**src/hw/rtl/rsc_pkg.sv**
```systemverilog
package rsc_pkg;

    // Opcodes on s_op
    localparam logic [2:0] OP_PUSH = 3'd0;
    localparam logic [2:0] OP_ADD  = 3'd1;
    localparam logic [2:0] OP_SUB  = 3'd2;
    localparam logic [2:0] OP_MUL  = 3'd3;
    localparam logic [2:0] OP_DIV  = 3'd4;

    // Status codes on m_status
    localparam logic [2:0] ST_OK      = 3'd0;
    localparam logic [2:0] ST_FULL    = 3'd1;
    localparam logic [2:0] ST_EMPTY   = 3'd2;
    localparam logic [2:0] ST_DIVZERO = 3'd3;
    localparam logic [2:0] ST_INVALID = 3'd4;

    // Width of the reported levels
    localparam int LEVEL_W = 32;

    typedef enum logic [1:0] {
        S_IDLE,
        S_DECODE,
        S_ITER,
        S_COMMIT
    } ctrl_state_t;

    // Controller to datapath
    typedef struct packed {
        logic load;     // capture the input item
        logic decode;   // check the item, set up mul/div
        logic step;     // one mul/div iteration
        logic commit;   // update the stack and status
    } dp_cmd_t;

    // Datapath to controller
    typedef struct packed {
        logic needs_iter;   // item is an accepted mul or div
        logic iter_done;    // all iterations finished
    } dp_status_t;

endpackage

```
**src/hw/rtl/rpn_stack_calculator.sv**
```systemverilog
// RPN stack calculator, one result item per input item.
// Every item is loaded in idle, checked in decode and applied to the stack in commit;
// commit waits for a free result slot, m_valid is registered from it, and the next
// item is taken only back in idle. Accepted multiply and divide items also iterate,
// one bit per cycle, in the shift-add / restoring-divide unit before commit.
// Reset (aresetn low, synchronous) clears all stack levels and the result flag.
module rpn_stack_calculator
    import rsc_pkg::*;
#(
    parameter int STACK_DEPTH = 4,
    parameter int DATA_WIDTH  = 32
) (
    input  logic                       aclk,
    input  logic                       aresetn,
    input  logic                       s_valid,
    output logic                       s_ready,
    input  logic [2:0]                 s_op,
    input  logic signed [LEVEL_W-1:0]  s_push_value,
    output logic                       m_valid,
    input  logic                       m_ready,
    output logic signed [LEVEL_W-1:0]  m_level_x,
    output logic signed [LEVEL_W-1:0]  m_level_y,
    output logic signed [LEVEL_W-1:0]  m_level_z,
    output logic signed [LEVEL_W-1:0]  m_level_t,
    output logic [2:0]                 m_status
);

    dp_cmd_t    dp_cmd;
    dp_status_t dp_status;

    // Sequencer
    rsc_ctrl u_ctrl (
        .aclk      (aclk),
        .aresetn   (aresetn),
        .s_valid   (s_valid),
        .s_ready   (s_ready),
        .m_valid   (m_valid),
        .m_ready   (m_ready),
        .dp_status (dp_status),
        .dp_cmd    (dp_cmd)
    );

    // Stack and arithmetic
    rsc_datapath #(
        .STACK_DEPTH (STACK_DEPTH),
        .DATA_WIDTH  (DATA_WIDTH)
    ) u_datapath (
        .aclk         (aclk),
        .aresetn      (aresetn),
        .dp_cmd       (dp_cmd),
        .dp_status    (dp_status),
        .s_op         (s_op),
        .s_push_value (s_push_value),
        .m_level_x    (m_level_x),
        .m_level_y    (m_level_y),
        .m_level_z    (m_level_z),
        .m_level_t    (m_level_t),
        .m_status     (m_status)
    );

endmodule

```
**src/hw/rtl/rsc_ctrl.sv**
```systemverilog
module rsc_ctrl
    import rsc_pkg::*;
(
    input  logic       aclk,
    input  logic       aresetn,
    input  logic       s_valid,
    output logic       s_ready,
    output logic       m_valid,
    input  logic       m_ready,
    input  dp_status_t dp_status,
    output dp_cmd_t    dp_cmd
);

    ctrl_state_t state_reg, state_next;
    logic        out_valid_reg, out_valid_next;
    logic        out_free;

    // Result slot is free when empty or being taken this cycle
    assign out_free = !out_valid_reg || m_ready;

    // Next state
    always_comb begin
        state_next = state_reg;
        unique case (state_reg)
            S_IDLE: begin
                if (s_valid) begin
                    state_next = S_DECODE;
                end
            end
            S_DECODE: begin
                state_next = dp_status.needs_iter ? S_ITER : S_COMMIT;
            end
            S_ITER: begin
                if (dp_status.iter_done) begin
                    state_next = S_COMMIT;
                end
            end
            S_COMMIT: begin
                if (out_free) begin
                    state_next = S_IDLE;
                end
            end
            default: state_next = S_IDLE;
        endcase
    end

    // Outputs and commands
    always_comb begin
        dp_cmd  = '0;
        s_ready = 1'b0;
        unique case (state_reg)
            S_IDLE: begin
                s_ready     = 1'b1;
                dp_cmd.load = s_valid;
            end
            S_DECODE: begin
                dp_cmd.decode = 1'b1;
            end
            S_ITER: begin
                dp_cmd.step = !dp_status.iter_done;
            end
            S_COMMIT: begin
                dp_cmd.commit = out_free;
            end
            default: begin
                s_ready = 1'b0;
            end
        endcase
    end

    // Result valid flag
    always_comb begin
        if (dp_cmd.commit) begin
            out_valid_next = 1'b1;
        end else if (m_ready) begin
            out_valid_next = 1'b0;
        end else begin
            out_valid_next = out_valid_reg;
        end
    end

    assign m_valid = out_valid_reg;

    always_ff @(posedge aclk) begin
        if (!aresetn) begin
            state_reg     <= S_IDLE;
            out_valid_reg <= 1'b0;
        end else begin
            state_reg     <= state_next;
            out_valid_reg <= out_valid_next;
        end
    end

endmodule

```
**src/hw/rtl/rsc_datapath.sv**
```systemverilog
module rsc_datapath
    import rsc_pkg::*;
#(
    parameter int STACK_DEPTH = 4,
    parameter int DATA_WIDTH  = 32
) (
    input  logic                       aclk,
    input  logic                       aresetn,
    input  dp_cmd_t                    dp_cmd,
    output dp_status_t                 dp_status,
    input  logic [2:0]                 s_op,
    input  logic signed [LEVEL_W-1:0]  s_push_value,
    output logic signed [LEVEL_W-1:0]  m_level_x,
    output logic signed [LEVEL_W-1:0]  m_level_y,
    output logic signed [LEVEL_W-1:0]  m_level_z,
    output logic signed [LEVEL_W-1:0]  m_level_t,
    output logic [2:0]                 m_status
);

    localparam int W     = DATA_WIDTH;
    localparam int CNT_W = $clog2(DATA_WIDTH + 1);

    // Item capture
    logic [2:0]                op_reg, op_next;
    logic signed [LEVEL_W-1:0] val_reg, val_next;

    // Stack, X at index 0
    logic [W-1:0] stack_reg [STACK_DEPTH];
    logic [W-1:0] stack_next [STACK_DEPTH];
    logic [2:0]   st_reg, st_next;
    logic [2:0]   out_st_reg, out_st_next;

    // Shared shift-add / restoring-divide unit
    logic [W-1:0]     acc_reg, acc_next;
    logic [W-1:0]     opa_reg, opa_next;
    logic [W-1:0]     opb_reg, opb_next;
    logic             neg_reg, neg_next;
    logic [CNT_W-1:0] cnt_reg, cnt_next;

    logic [W-1:0] x_word, y_word, push_word, mag_x, mag_y, result;
    logic [63:0]  push_ext;
    logic [2:0]   pre_status;
    logic         pre_iter;
    logic [W:0]   trial;

    assign x_word = stack_reg[0];
    assign y_word = stack_reg[1];
    assign mag_x  = x_word[W-1] ? (W'(0) - x_word) : x_word;
    assign mag_y  = y_word[W-1] ? (W'(0) - y_word) : y_word;

    // Sign-extend from 32 bits, then keep the stack width
    assign push_ext  = 64'(val_reg);
    assign push_word = push_ext[W-1:0];

    // Item check
    always_comb begin
        pre_status = ST_OK;
        pre_iter   = 1'b0;
        if (op_reg == OP_PUSH) begin
            if (stack_reg[STACK_DEPTH-1] != '0) begin
                pre_status = ST_FULL;
            end
        end else if (x_word == '0 && y_word == '0) begin
            pre_status = ST_EMPTY;
        end else begin
            unique case (op_reg) inside
                OP_ADD, OP_SUB: pre_status = ST_OK;
                OP_MUL:         pre_iter   = 1'b1;
                OP_DIV: begin
                    if (x_word == '0) begin
                        pre_status = ST_DIVZERO;
                    end else begin
                        pre_iter = 1'b1;
                    end
                end
                default:        pre_status = ST_INVALID;
            endcase
        end
    end

    assign dp_status.needs_iter = pre_iter;
    assign dp_status.iter_done  = (cnt_reg == '0);

    // Trial subtract for one divide step
    assign trial = {acc_reg, opa_reg[W-1]} - {1'b0, opb_reg};

    // Arithmetic result
    always_comb begin
        case (op_reg)
            OP_ADD:  result = y_word + x_word;
            OP_SUB:  result = y_word - x_word;
            OP_MUL:  result = acc_reg;
            default: result = neg_reg ? (W'(0) - opa_reg) : opa_reg;
        endcase
    end

    // Item and status registers
    always_comb begin
        op_next     = op_reg;
        val_next    = val_reg;
        st_next     = st_reg;
        out_st_next = out_st_reg;
        if (dp_cmd.load) begin
            op_next  = s_op;
            val_next = s_push_value;
        end
        if (dp_cmd.decode) begin
            st_next = pre_status;
        end
        // reported status changes only with the result item
        if (dp_cmd.commit) begin
            out_st_next = st_reg;
        end
    end

    // Iteration unit
    always_comb begin
        acc_next = acc_reg;
        opa_next = opa_reg;
        opb_next = opb_reg;
        neg_next = neg_reg;
        cnt_next = cnt_reg;
        if (dp_cmd.decode) begin
            acc_next = '0;
            cnt_next = pre_iter ? CNT_W'(DATA_WIDTH) : '0;
            if (op_reg == OP_MUL) begin
                opa_next = y_word;
                opb_next = x_word;
            end else begin
                opa_next = mag_y;
                opb_next = mag_x;
            end
            neg_next = x_word[W-1] ^ y_word[W-1];
        end else if (dp_cmd.step) begin
            cnt_next = cnt_reg - CNT_W'(1);
            if (op_reg == OP_MUL) begin
                acc_next = acc_reg + (opb_reg[0] ? opa_reg : '0);
                opa_next = {opa_reg[W-2:0], 1'b0};
                opb_next = {1'b0, opb_reg[W-1:1]};
            end else if (!trial[W]) begin
                acc_next = trial[W-1:0];
                opa_next = {opa_reg[W-2:0], 1'b1};
            end else begin
                acc_next = {acc_reg[W-2:0], opa_reg[W-1]};
                opa_next = {opa_reg[W-2:0], 1'b0};
            end
        end
    end

    // Stack update on commit
    always_comb begin
        for (int i = 0; i < STACK_DEPTH; i++) begin
            stack_next[i] = stack_reg[i];
        end
        if (dp_cmd.commit && st_reg == ST_OK) begin
            if (op_reg == OP_PUSH) begin
                for (int i = STACK_DEPTH - 1; i > 0; i--) begin
                    stack_next[i] = stack_reg[i-1];
                end
                stack_next[0] = push_word;
            end else begin
                stack_next[0] = result;
                for (int i = 1; i < STACK_DEPTH - 1; i++) begin
                    stack_next[i] = stack_reg[i+1];
                end
                stack_next[STACK_DEPTH-1] = '0;
            end
        end
    end

    always_ff @(posedge aclk) begin
        if (!aresetn) begin
            for (int i = 0; i < STACK_DEPTH; i++) begin
                stack_reg[i] <= '0;
            end
            st_reg     <= ST_OK;
            out_st_reg <= ST_OK;
            cnt_reg    <= '0;
        end else begin
            for (int i = 0; i < STACK_DEPTH; i++) begin
                stack_reg[i] <= stack_next[i];
            end
            st_reg     <= st_next;
            out_st_reg <= out_st_next;
            cnt_reg    <= cnt_next;
        end
    end

    always_ff @(posedge aclk) begin
        op_reg  <= op_next;
        val_reg <= val_next;
        acc_reg <= acc_next;
        opa_reg <= opa_next;
        opb_reg <= opb_next;
        neg_reg <= neg_next;
    end

    // Reported levels: low 32 bits, zero above the stack depth
    logic [LEVEL_W-1:0] level [4];

    for (genvar j = 0; j < 4; j++) begin : g_level
        if (j < STACK_DEPTH) begin : g_used
            assign level[j] = LEVEL_W'(stack_reg[j]);
        end else begin : g_unused
            assign level[j] = '0;
        end
    end

    assign m_level_x = level[0];
    assign m_level_y = level[1];
    assign m_level_z = level[2];
    assign m_level_t = level[3];
    assign m_status  = out_st_reg;

endmodule

```
**config.mk**
```make
export PLATFORM = sky130hd
export DESIGN_NAME = rpn_stack_calculator
export DESIGN_NICKNAME = d
export VERILOG_FILES = /design/src/hw/rtl/rsc_pkg.sv /design/src/hw/rtl/rpn_stack_calculator.sv /design/src/hw/rtl/rsc_ctrl.sv /design/src/hw/rtl/rsc_datapath.sv
export SDC_FILE = /design/constraint.sdc
export NUM_CORES = 1
export LEC_CHECK = 0
export BUFFER_PORTS_ARGS = -buffer_cell sky130_fd_sc_hd__buf_4
export CAP_MARGIN = 20
export CELL_PAD_IN_SITES_DETAIL_PLACEMENT = 0
export CELL_PAD_IN_SITES_GLOBAL_PLACEMENT = 1
export CORE_MARGIN = 5
export CORE_UTILIZATION = 49
export DETAILED_ROUTE_END_ITERATION = 7
export GPL_TIMING_DRIVEN = 0
export PLACE_DENSITY = 0.83
export SYNTH_ARGS = -nofsm -noshare
export SYNTH_HDL_FRONTEND = slang
export SYNTH_SLANG_ARGS = --single-unit
```
**constraint.sdc**
```tcl
create_clock -name aclk -period 7.49 [get_ports aclk]
set_input_delay 0.749 -clock aclk [delete_from_list [all_inputs] [get_ports aclk]]
set_output_delay 0.749 -clock aclk [all_outputs]
set_load 0.01 [all_outputs]
```
**Yosys cells after proc, flatten, opt, wreduce, memory -nomap -nowiden**

Memories as Yosys holds them, arrays and structs flattened.
Index checks and enable logic that the tools add are counted.

- Register bits after elaboration: 147
- Memory bits (writable): 128
- Bits of input ports: 39
- Logic and storage cells: 101
- Memories: 1

- Add/sub/neg operators: 8
- Equal/unequal tests: 10
- Mux-type cells: 48
- Bitwise operators: 5
- Reductions and logical operators: 18

Memories:

| memory | depth | width | rd ports | clocked after memory_dff | write ports | line | source |
|---|---|---|---|---|---|---|---|
| u_datapath.stack_reg | 4 | 32 | 4 | 0 | 4 | rsc_datapath.sv:28 | `logic [W-1:0] stack_reg [STACK_DEPTH];` |

Operator list:

| kind | number |
|---|---|
| 2-to-1 mux 32 bit | 17 |
| 2-to-1 mux 128 bit | 2 |
| case mux 32 bit (3 select lines) | 1 |
| subtractor 1 x 32 -> 32 bit (first input constant) | 3 |
| adder 32 bit | 2 |
| zero test 32 bit | 2 |
| subtractor 33 x 32 -> 33 bit | 1 |
| nonzero test 32 bit | 1 |
| subtractor 32 bit | 1 |
| 2-to-1 mux 6 bit | 3 |
| 2-to-1 mux 1 bit | 16 |
| 2-to-1 mux 2 bit | 4 |
| case mux 2 bit (4 select lines) | 1 |
| == test 3 x 2 -> 1 bit (second input constant) | 2 |
| zero test 3 bit | 2 |
| zero test 6 bit | 1 |
| 2-to-1 mux 3 bit | 2 |
| case mux 3 bit (2 select lines) | 1 |
| nonzero test 2 bit | 3 |
| subtractor 6 x 1 -> 6 bit (second input constant) | 1 |
| == test 2 bit (second input constant) | 2 |
| != test 2 x 1 -> 1 bit (second input constant) | 2 |
| bitwise OR 1 bit | 4 |
| == test 3 x 1 -> 1 bit (second input constant) | 1 |
| other kinds (12) | 14 |

**Depth between registers and ports, before layout**

Gate-level depths: netlist of run 1.
An unclocked memory read counts as a cell.

- Depth in word-level cells: 8
- Depth in mapped cells: 21

**Cells and area by module**

From an unflattened synthesis of run 1, not the netlist that was laid out.

- Cells, all modules: 2410
- Area, all modules: 19312.3 µm²

By module, submodules not included:

| module | times used | cells each | area an instance (µm²) |
|---|---|---|---|
| rsc_datapath | 1 | 2382 | 19040.8 |
| rsc_ctrl | 1 | 28 | 271.5 |

**Worst setup path before layout of run 1**

No wires, ideal clock.

- Kind: reg2reg
- Start point: memory u_datapath.stack_reg[0][9] (netlist bit)
- End point: memory u_datapath.stack_reg[0][31] (netlist bit)
- Setup time: 0.122 ns
- Arrival time: 4.425 ns
- Setup slack: 2.943 ns
- Cell stages (with the launch flop): 17
- Cell sequence: dfxtp_1 > buf_6 > or3_4 > or4_1 > or3_4 > or4_4 > or4_4 > or4_1 > nand2_1 > xor2_1 > ha_1 > clkbuf_1 > and2_1 > o41ai_1 > o21ai_1 > mux2i_1 > a221o_1

RTL lines:

| element | line |
|---|---|
| start, declared | rsc_datapath.sv:28 |

==> results of run 1 <==
## per-stage QoR
stage,power [mW],instances
floorplan,7.25,2393
global placement,9.20,3089
detailed placement,9.25,3093
CTS,10.9,3154
global route,11.8,3154
finish,11.1,3154
## synth_stat cells (all sizes together) (9+ instances only)
cell type and count:
nor2 197, a21o 36, buf 13, nand2b 26, o22ai 19, nor4 23
or4 13, o21bai 13, a22o 12, nand4 9, clkbuf 138, a21boi 43
a21oi 185, dfxtp 175, o21ai 117, edfxtp 100, nand3 120, a31oi 12
o211a 72, o211ai 28, nand2 338, or2 11, a211oi 27, mux2i 26
or3 18, nor3 40, nor2b 11, inv 73, o41ai 10, ha 105
a221oi 9, xnor2 103, and2 42, o21a 15, xor2 101, o31ai 23
## area by class of cell
type | count | area [µm²] | area share, %
Tap cell | 525 | 657 | 2.91
Inverter | 74 | 278 | 1.23
Timing Repair Buffer | 175 | 1360 | 6.02
Multi-Input combinational cell | 1893 | 12100 | 53.7
Buffer | 151 | 578 | 2.56
Clock buffer | 47 | 951 | 4.22
Sequential cell | 275 | 6510 | 28.9
Clock inverter | 14 | 121 | 0.538
## routing by layer
metal / up-vias / track usage, %
met2: 860 / 52.8
met5: - / 0
met1: 9054 / 45.7
met3: 154 / 4.40
li1: 9039 / -
met4: 0 / 12.6
## power breakdown
group	total, mW	switching (mW)	leakage [nW]	internal [mW]
Sequential	2.59	0.513	2.36	2.08
Clock	1.63	0.669	0.526	0.957
Combinational	6.87	4.28	6.73	2.59
Total	11.1	5.46	9.62	5.62
## critical path: stages (launching register included)
cell and delay, ns:
edfxtp_1 0.32, clkbuf_1 0.31, clkbuf_1 0.54, nor3b_1 0.75, clkbuf_1 0.59, nor2_1 0.14
xnor2_1 0.17, ha_1 0.37, a21o_1 0.21, a21o_1 0.17, a221oi_1 0.29, o21ai_1 0.20
a31oi_1 0.33, o21ai_1 0.24, a221oi_1 0.42, xor2_1 0.36, o22ai_1 0.14, a22o_1 0.23
## cell families (layout without fill, tap and decap cells)
kind of cell,count (synthesis),count (layout),share of synthesized area [%]
XOR/XNOR,204,204,9.19
multiplexers,29,29,1.51
buffers and inverters,225,461,4.40
AO/OA/AOI/OAI,683,683,23.9
AND/OR/NAND/NOR,869,869,20.5
flip-flops,275,275,33.5
adder cells (fa/ha/maj),108,108,7.07
## worst max-delay path by stage
| stage | start | endpoint | slack, ns | cells after the start |
|---|---|---|---|---|
| 6_report | u_datapath.op_reg[1] | u_datapath.stack_reg[0][27] | 1.58 | 17 |
| 5_1_grt | u_datapath.op_reg[1] | u_datapath.stack_reg[0][30] | 1.23 | 17 |
| 4_1_cts | u_datapath.op_reg[1] | u_datapath.stack_reg[0][27] | 1.65 | 17 |
| 3_5_place_dp | u_datapath.op_reg[1] | u_datapath.stack_reg[0][27] | 1.69 | 17 |
| 3_3_place_gp | u_datapath.op_reg[1] | u_datapath.stack_reg[0][30] | 1.62 | 17 |
| 2_1_floorplan | u_datapath.stack_reg[0][9] | u_datapath.stack_reg[0][31] | 2.94 | 16 |
==> impl_metrics.py, run 1 <==
metrics = {
    "floorplanning": {
        "num_rows": 73,
        "die_y_um": 209,
        "ios": 172,
        "initial_core_util_pct": 49.3,
        "die_w_um": 209,
        "core-area_um2": 39500,
        "die_area_um2": 43800,
    },
    "grt": {
        "overflow": 0,
        "grt_pass1_wl_um": 111000,
        "antenna_found_initial": 0,
        "grt_start_max_net_pins": 33,
        "grt_pass1_vias": 18200,
        "track_usage_pct": 33.0,
    },
    "power_and_ir_drop": {
        "p_leak_nw": 9.62,
        "peakVddDrop_mv": 0.205,
        "power_density_nw_per_um2": 492,
    },
    "routing": {
        "vias": 19100,
        "drtIter0Drc": 1826,
        "wl_per_cell_um": 23.9,
        "drc_errors": 0,
        "routed_wirelength_um": 75500,
        "wl_met3_um": 5900,
        "drt-met1-wl_um": 32300,
        "via_per_inst": 6.06,
        "drt_first_pass_iters": 6,
        "top_layer": "met4",
        "wl_met2_um": 34100,
        "antenna_left": 0,
    },
    "worst_setup_path": {
        "cp_max_fo": 10,
        "startpoint_type": "flop",
        "crit_arrival_ns": 6.35,
        "rrSetupSlack_ns": 1.58,
        "rr_endpoint": "u_datapath.stack_reg[0][27]",
        "endpoint_kind": "flop",
        "worstSetupPathType": "flop to flop",
        "worstReg2RegStart": "u_datapath.op_reg[1]",
        "ff2ff_path_depth": 17,
        "crit_required_ns": 7.93,
    },
    "synth": {
        "synth_top_cells_by_area": "dfxtp_1 18%, edfxtp_1 15%, ha_1 6.8%, nand2_1 6.5%, a21oi_1 4.7%",
        "synth_seq_cells": 275,
        "synth_nets": 2540,
        "synthDominantCellAreaShare_pct": 18.0,
        "yosysSeqAreaShare_pct": 33.5,
        "ys_types": 80,
        "async_reset_ff_share_pct": 0,
        "synth.avg_cell_area_um2": 8.12,
        "synth_cells": 2393,
        "synth_area_leader_cell": "dfxtp_1",
        "synth_enable_flop_cells": 100,
        "synth.yosys.warnings": 0,
        "syn-cell-area_um2": 19400,
        "synthFlopType": "dfxtp_1",
    },
    "clock_tree": {
        "clk_latency_ns": 0.55,
        "cts_setup_buffers": 0,
        "clock-sinks": 275,
        "cts_hold_buf": 0,
        "htree_levels": 2,
        "cts_buffers": 34,
        "cts_root_buffer": "clkbuf_16",
        "cts.reportedPaths.clkPinSlew_ns": 0.06,
        "ctsResizeCount": 0,
        "clockBufferDepth": 3,
        "tritoncts": "built",
    },
    "sta": {
        "grt_setup_unrepaired": "false",
        "worst_pin_slew_ns": 1.29,
        "period_needed_ns": 5.91,
        "max_freq_mhz": 169,
        "setup_viol": 0,
        "slew_violations": 0,
        "setup_slack_ns": 1.58,
        "max_slew_margin_pct": 11.8,
        "whs_ns": 0.376,
        "final-hold-violation-count": 0,
        "layout_worst_path_cycle_share_pct": 78.9,
        "skew_ns": 0.0265,
        "setup-tns-final_ns": 0,
    },
    "min_path": {
        "hold_path_end": "u_datapath.push_word[2]",
        "hp-class": "input pin to flop",
        "worstHoldPathCells": 1,
        "min-delay-start": "s_push_value[2]",
    },
    "layout": {
        "antenna_cells": 0,
        "final_cell_mix": "338 x nand2_1, 196 x nor2_1, 184 x a21oi_1, 175 x dfxtp_1, 172 x buf_4",
        "final_common_cell": "nand2_1",
        "area_growth_pct": 16.0,
        "fin_util_pct": 57.1,
        "drive_above_1_share_pct": 9.74,
        "nNetsFinal": 2751,
        "fillCellCount": 3821,
        "fin_area_um2": 22500,
        "largest_reg_flops": 128,
    },
    "placed_design": {
        "gp_congestion": 0.963,
        "pre_cts_ws_ns": 1.69,
        "place_area_um2": 21500,
        "numPortBuffers": 171,
        "dpl.hpwl_um": 60400,
    },
    "flow_run": {
        "max-cap-violations": 0,
    },
    "outcome": {
        "outcome": "finished clean",
    },
}
Power figures use the tool's default switching activity.
==> inputs of run 2 (changes only) <==
--- a/config.mk
+++ b/config.mk
@@ -5,15 +5,16 @@
 export SDC_FILE = /design/constraint.sdc
 export NUM_CORES = 1
 export LEC_CHECK = 0
+export ABC_AREA = 1
 export BUFFER_PORTS_ARGS = -buffer_cell sky130_fd_sc_hd__buf_4
 export CAP_MARGIN = 20
 export CELL_PAD_IN_SITES_DETAIL_PLACEMENT = 0
 export CELL_PAD_IN_SITES_GLOBAL_PLACEMENT = 1
 export CORE_MARGIN = 5
-export CORE_UTILIZATION = 49
+export CORE_UTILIZATION = 44
 export DETAILED_ROUTE_END_ITERATION = 7
 export GPL_TIMING_DRIVEN = 0
-export PLACE_DENSITY = 0.83
+export PLACE_DENSITY = 0.8
 export SYNTH_ARGS = -nofsm -noshare
 export SYNTH_HDL_FRONTEND = slang
 export SYNTH_SLANG_ARGS = --single-unit
==> constraint.sdc (replaced) <==
create_clock -name aclk -period 5.45 [get_ports aclk]
set_input_delay 0.545 -clock aclk [delete_from_list [all_inputs] [get_ports aclk]]
set_output_delay 0.545 -clock aclk [all_outputs]
set_load 0.01 [all_outputs]
==> run 2 against run 1 <==
Sequential power is 39% higher. Synthesized cell count rose by 51%. Wire length grew 39%. Fmax rose by 38%. Register-to-register slack worse by 0.41 ns. Sequential share of layout area shrank 3.6 points. Worst setup slack worse by 0.41 ns. Core utilization is 5.9 points lower. Critical endpoint is now u_datapath.stack_reg[0][31].
==> impl_metrics.py, run 2 <==
metrics = {
    "floorplanning": {
        "initial_core_util_pct": 44.5,
        "core-area_um2": 50300,
        "die_area_um2": 55500,
        "num_rows": 82,
        "ios": 172,
        "die_w_um": 236,
        "die_y_um": 236,
    },
    "power_and_ir_drop": {
        "p_sw_mw": 9.30,
        "swShare_pct": 55.6,
        "peakVddDrop_mv": 0.327,
        "clockPowerShare_pct": 14.4,
        "power_density_nw_per_um2": 649,
        "total_power_mw": 16.7,
        "seqPwrFrac_pct": 21.6,
        "p_leak_nw": 12.4,
        "p_comb_share_pct": 64.1,
        "intPower_mw": 7.43,
    },
    "clock_tree": {
        "cts_buffers": 34,
        "clock-sinks": 275,
        "clk_latency_ns": 0.58,
        "clockBufferDepth": 3,
        "cts_setup_buffers": 0,
        "cts_root_buffer": "clkbuf_16",
        "cts_hold_buf": 0,
        "cts.reportedPaths.clkPinSlew_ns": 0.06,
        "htree_levels": 2,
        "tritoncts": "built",
        "ctsResizeCount": 0,
    },
    "synth": {
        "synthFlopType": "dfxtp_1",
        "synth.avg_cell_area_um2": 6.20,
        "yosysSeqAreaShare_pct": 29.1,
        "synthDominantCellAreaShare_pct": 18.4,
        "synthTopCellsByCount": "1,100 x nand2_1, 506 x inv_1, 365 x nor2_1, 260 x o21ai_0, 258 x a21oi_1",
        "synth_area_leader_cell": "nand2_1",
        "synth-xor-area-share_pct": 2.70,
        "synth_nets": 3760,
        "muxShareOfSynthArea_pct": 0,
        "synth_compound_area_share_pct": 16.2,
        "synth_fa_ha_area_share_pct": 6.14,
        "syn-cell-area_um2": 22400,
        "synth_enable_flop_cells": 100,
        "yosysMostFrequentCell": "nand2_1",
        "ys_types": 61,
        "synth_top_family_by_area": "simple AND/OR/NAND/NOR gates",
        "synth-simple-area-share_pct": 34.6,
        "synth_cells": 3613,
        "async_reset_ff_share_pct": 0,
        "synth_top_cells_by_area": "nand2_1 18%, dfxtp_1 16%, edfxtp_1 13%, inv_1 8.5%, nor2_1 6.1%",
        "synth.yosys.warnings": 0,
        "synth_seq_cells": 275,
    },
    "min_path": {
        "hp-class": "input pin to flop",
    },
    "grt": {
        "grt_pass1_vias": 23700,
        "track_usage_pct": 35.9,
        "antenna_found_initial": 3,
        "grt_pass1_wl_um": 152000,
        "overflow": 0,
        "use_met1_pct": 46.6,
        "grt_util_met3_pct": 4.74,
        "grt_busiest_layer": "met2",
        "grt_start_max_net_pins": 28,
        "globalRouteMet2Util_pct": 56.3,
    },
    "worst_setup_path": {
        "worstSetupPathType": "flop to flop",
        "endpoint_kind": "flop",
        "cp_max_fo": 6,
        "worstReg2RegStart": "u_datapath.stack_reg[0][0]",
        "cp-endpoint": "u_datapath.stack_reg[0][31]",
        "cp.depth": 23,
        "worstPathCellList": "inv_1 > ha_1 > nand3_2 > nor2_1 > nand2_1 > nor2_4 > nand4_1 > nor2_1 > nand2_1 > xor2_1 > nand2_1 > o21ai_0 > ha_1 > nand2_1 > a21oi_1 > nor2_1 > nand2_1 > a21oi_1 > nand3_1 > nand3_1 > nand2_1 > o21bai_1 > a21oi_1",
        "startpoint_type": "flop",
        "timing.critical_path.from": "u_datapath.stack_reg[0][0]",
        "cpLargestDelayFamily": "simple AND/OR/NAND/NOR gates",
        "crit_required_ns": 5.87,
        "crit_slowest_cell": "ha_1",
        "crit_buf_inv": 1,
        "crit_arrival_ns": 4.70,
        "ff2ff_path_depth": 23,
        "cp_common_cell": "nand2_1",
        "rrSetupSlack_ns": 1.17,
        "rr_endpoint": "u_datapath.stack_reg[0][31]",
        "critPathMaxStageDelay_ns": 0.43,
    },
    "outcome": {
        "outcome": "finished clean",
    },
    "layout": {
        "final_common_cell": "nand2_1",
        "largest_reg_flops": 128,
        "area_growth_pct": 15.2,
        "regArea_um2": 6510,
        "fillCellCount": 5229,
        "multiInputGateArea_um2": 13400,
        "nNetsFinal": 3970,
        "fin_area_um2": 25800,
        "drive_above_1_share_pct": 8.31,
        "final_cell_mix": "1,100 x nand2_1, 506 x inv_1, 365 x nor2_1, 259 x o21ai_0, 258 x a21oi_1",
    },
    "sta": {
        "slew_violations": 0,
        "layout_worst_path_cycle_share_pct": 78.5,
        "setup-tns-final_ns": 0,
        "skew_ns": 0.0225,
        "period_needed_ns": 4.28,
        "final-hold-violation-count": 0,
        "grt_setup_unrepaired": "false",
        "whs_ns": 0.149,
        "setup_slack_ns": 1.17,
        "setup_viol": 0,
        "worst_pin_slew_ns": 1.04,
        "max_freq_mhz": 234,
        "max_slew_margin_pct": 30.4,
    },
    "placed_design": {
        "place_area_um2": 24600,
        "dpl.hpwl_um": 86500,
        "numPortBuffers": 171,
        "pre_cts_ws_ns": 1.36,
        "gp_congestion": 1.01,
    },
    "routing": {
        "antenna_left": 0,
        "vias": 25600,
        "wl_per_cell_um": 23.2,
        "drtIter0Drc": 2764,
        "routed_wirelength_um": 105000,
        "drc_errors": 0,
        "drt_first_pass_iters": 6,
        "via_per_inst": 5.65,
    },
    "flow_run": {
        "max-cap-violations": 0,
    },
}
-- run 2: cell count changes after synthesis, sizes merged, moves of 39 or more --
cell	previous run	this run
nand2	338	1115
inv	73	510
nor2	197	373
o21ai	117	270
nand3	120	244
xnor2	103	17
a21oi	185	259
o211a	72	0
xor2	101	52
clkbuf	138	93
a21boi	43	2
a311oi	4	43
-- run 2: final cells by class --
| class | instances | area share (%) |
|---|---|---|
| clock inverters | 16 | 0.854 |
| clock buffers | 46 | 3.75 |
| well taps | 672 | 3.26 |
| multi-input cells | 2685 | 51.8 |
| flip-flops and latches | 275 | 25.2 |
| repair buffers | 174 | 5.25 |
| inverters | 512 | 7.45 |
| diodes | 3 | 0.0291 |
| plain buffers | 141 | 2.36 |
-- run 2: cell families (layout without fill, tap and decap cells) --
group,Yosys count,after routing
flops,275,275
fa+ha+maj,108,108
simple gates,1857,1857
buf+inv,653,889
xor+xnor,69,69
other cells,0,3
compound gates,651,651
-- run 2: worst min-delay path by stage --
stage,cells after the start,slack [ns],endpoint,from
6_report,1,0.15,u_datapath.push_word[11],s_push_value[11]
5_1_grt,1,0.14,u_datapath.push_word[11],s_push_value[11]
4_1_cts,1,0.14,u_datapath.push_word[11],s_push_value[11]
3_5_place_dp,2,0.46,u_datapath.cnt_reg[5],u_datapath.cnt_reg[5]
3_3_place_gp,2,0.45,u_datapath.cnt_reg[5],u_datapath.cnt_reg[5]
2_1_floorplan,2,0.44,u_datapath.cnt_reg[5],u_datapath.cnt_reg[5]
-- run 2: power groups by stage --
| stage | logic (mW) | registers (mW) | clock network [mW] |
|---|---|---|---|
| after floorplan | 6.93 | 3.26 | 0 |
| after global placement | 10.2 | 3.62 | 0 |
| after detailed placement | 10.4 | 3.60 | 0 |
| after CTS | 10.4 | 3.56 | 2.41 |
| after global routing | 11.7 | 3.62 | 2.50 |
| final | 10.7 | 3.61 | 2.40 |
-- run 2: routing by layer --
layer	wire length, µm	up-vias	share of wire [%]
met3	8440	275	8.1
met1	42200	11800	40
met4	8370	2	8.0
met5	13	-	0.012
li1	-	12200	-
met2	45700	1344	44
-- run 2: metrics by stage --
step	util (%)	std cells
6_report	51.3	4524
5_1_grt	51.3	4521
4_1_cts	51.3	4521
3_5_place_dp	48.9	4459
3_3_place_gp	48.8	4456
2_1_floorplan	-	3613
==> inputs of run 3 (changes only) <==
--- a/config.mk
+++ b/config.mk
@@ -11,10 +11,10 @@
 export CELL_PAD_IN_SITES_DETAIL_PLACEMENT = 0
 export CELL_PAD_IN_SITES_GLOBAL_PLACEMENT = 1
 export CORE_MARGIN = 5
-export CORE_UTILIZATION = 44
+export CORE_UTILIZATION = 39
 export DETAILED_ROUTE_END_ITERATION = 7
 export GPL_TIMING_DRIVEN = 0
-export PLACE_DENSITY = 0.8
+export PLACE_DENSITY = 0.74
 export SYNTH_ARGS = -nofsm -noshare
 export SYNTH_HDL_FRONTEND = slang
 export SYNTH_SLANG_ARGS = --single-unit
==> constraint.sdc (replaced) <==
create_clock -name aclk -period 3.47 [get_ports aclk]
set_input_delay 0.347 -clock aclk [delete_from_list [all_inputs] [get_ports aclk]]
set_output_delay 0.347 -clock aclk [all_outputs]
set_load 0.01 [all_outputs]
==> run 3 against run 2 <==
The run now ends with setup timing left. Total power grew 78%. Register-to-register slack lost 1.4 ns. Sequential power grew 61%. Highest routed layer is now met4. Clock power grew 63%. Critical path type unchanged. Clock skew grew 0.036 ns. Fmax grew 16%. Die area grew 12%. Sequential cell count is the same. Worst setup slack lost 1.4 ns. Critical path depth is the same. Clock-buffer cell count grew 6. Cell area grew 6.3%.
==> impl_metrics.py, run 3 (synthesis results as in run 2) <==
metrics = {
    "power_and_ir_drop": {
        "peakVddDrop_mv": 0.458,
        "p_comb_share_pct": 67.3,
        "seqPwrFrac_pct": 19.6,
        "p_sw_mw": 16.3,
        "intPower_mw": 13.4,
        "swShare_pct": 54.8,
        "total_power_mw": 29.7,
        "p_leak_nw": 12.9,
        "power_density_nw_per_um2": 1080,
        "clockPowerShare_pct": 13.1,
    },
    "worst_setup_path": {
        "critPathMaxStageDelay_ns": 0.37,
        "cpLargestDelayFamily": "simple AND/OR/NAND/NOR gates",
        "worstSetupPathType": "flop to flop",
        "cp_common_cell": "nand2_1",
        "crit_slowest_cell": "dfxtp_4",
        "cp_max_fo": 4,
        "crit_buf_inv": 4,
        "endpoint_kind": "flop",
        "crit_arrival_ns": 4.14,
        "worstPathCellList": "buf_6 > nor3_4 > nand2_2 > nor2_4 > nand4_1 > nor2_2 > buf_4 > xor2_2 > nand2_1 > o21ai_1 > ha_2 > nand2_2 > inv_1 > nand2_1 > nand2_1 > inv_1 > nand2_1 > a21oi_2 > nand3_1 > nand3_4 > nand4_1 > nand2_1 > a21oi_1",
        "crit_required_ns": 3.92,
        "startpoint_type": "flop",
    },
    "sta": {
        "period_needed_ns": 3.69,
        "max_slew_margin_pct": 22.2,
        "layout_worst_path_cycle_share_pct": 106,
        "grt_setup_unrepaired": "true",
        "skew_ns": 0.0586,
        "setup_slack_ns": -0.224,
        "worst_pin_slew_ns": 1.16,
        "max_freq_mhz": 271,
        "whs_ns": 0.0369,
        "setup_viol": 10,
        "final-hold-violation-count": 0,
        "setup-tns-final_ns": -1.33,
        "slew_violations": 0,
    },
    "clock_tree": {
        "clock-sinks": 275,
        "clockBufferDepth": 3,
        "cts_buffers": 35,
        "cts_root_buffer": "clkbuf_16",
        "tritoncts": "built",
        "htree_levels": 2,
        "clk_latency_ns": 0.59,
        "cts.reportedPaths.clkPinSlew_ns": 0.06,
    },
    "layout": {
        "fin_cells": 4682,
        "regArea_um2": 6530,
        "drive_above_1_share_pct": 14.1,
        "largest_reg_flops": 128,
        "fillCellCount": 6115,
        "antenna_cells": 0,
        "final_common_cell": "nand2_1",
        "area_growth_pct": 22.5,
        "fin_area_um2": 27400,
        "final_cell_mix": "1,056 x nand2_1, 496 x inv_1, 339 x nor2_1, 241 x a21oi_1, 239 x o21ai_0",
        "nNetsFinal": 4046,
        "fin_util_pct": 48.4,
        "multiInputGateArea_um2": 14100,
    },
    "placed_design": {
        "gp_congestion": 1.03,
        "pre_cts_ws_ns": -1.06,
        "place_area_um2": 24700,
        "place_inst": 4542,
        "numPortBuffers": 171,
        "dpl.hpwl_um": 91300,
    },
    "routing": {
        "vias": 25700,
        "routed_wirelength_um": 113000,
        "drtIter0Drc": 2782,
        "drt_first_pass_iters": 6,
        "antenna_left": 0,
        "via_per_inst": 5.48,
        "drc_errors": 0,
        "wl_per_cell_um": 24.1,
    },
    "outcome": {
        "violations": "setup timing",
        "outcome": "complete, but fails checks",
    },
    "flow_run": {
        "max-cap-violations": 0,
    },
    "floorplanning": {
        "die_w_um": 250,
        "ios": 172,
        "core-area_um2": 56600,
        "num_rows": 87,
        "die_area_um2": 62300,
        "initial_core_util_pct": 39.6,
        "die_y_um": 250,
    },
    "grt": {
        "track_usage_pct": 34.6,
        "grt_start_max_net_pins": 36,
        "overflow": 0,
        "grt_pass1_vias": 24000,
        "antenna_found_initial": 1,
        "grt_pass1_wl_um": 161000,
    },
    "min_path": {
        "hp-class": "input pin to flop",
    },
}
run 3: cell count changes in the layout (fill, tap and decap cells not counted), sizes merged:
cell         change
buf             +46
dlygate4sd3     +35
bufinv           -1
clkinv           -4
diode            -3
clkinvlp         +1
run 3: layout make-up:
type / instances / area share [%]
repair buffers: 256 / 7.49
well taps: 756 / 3.45
plain buffers: 134 / 2.17
flip-flops and latches: 275 / 23.8
clock inverters: 12 / 0.675
clock buffers: 52 / 3.84
multi-input cells: 2685 / 51.5
inverters: 512 / 7.03
run 3: layer usage:
metal	vias up	wire (µm)	global-route usage [%]
met2	1205	48800	54.5
met5	-	0	0
met1	11900	46500	45.1
li1	12300	-	-
met3	257	9250	5.77
met4	0	8410	19.6
run 3: worst min-delay path, stage by stage:
cell     delay [ns]
buf_4          0.08
inv_1          0.04
nand2_1        0.06
a21oi_1        0.06
run 3: final timing paths:
check                                                start                           to  slack [ns]  depth (start not counted)
worst max register to register  u_datapath.stack_reg[0][0]  u_datapath.stack_reg[0][26]       -0.22                         23
worst min-delay path                               m_ready               u_ctrl.m_valid        0.04                          4
worst min register to register       u_datapath.cnt_reg[5]        u_datapath.cnt_reg[5]        0.47                          2
worst max-delay path            u_datapath.stack_reg[0][0]  u_datapath.stack_reg[0][26]       -0.22                         23
run 3: power groups by stage:
| stage | sequential (mW) | clock (mW) | combinational [mW] |
|---|---|---|---|
| CTS | 5.71 | 3.93 | 18.2 |
| global route | 5.83 | 4.05 | 21.6 |
| detailed placement | 5.73 | 0 | 16.5 |
| floorplan | 5.11 | 0 | 10.9 |
| finish | 5.82 | 3.90 | 20.0 |
| global placement | 5.76 | 0 | 16.5 |
run 3: what timing repair did:
action / 4_1_cts / 5_1_grt
resized for setup: 118 / 133
endpoints found under the setup margin: 66 / 32
hold endpoints to repair: 35 / 0
setup buffers: 36 / 12
hold buffers: 35 / 0
pin swaps: 52 / 73
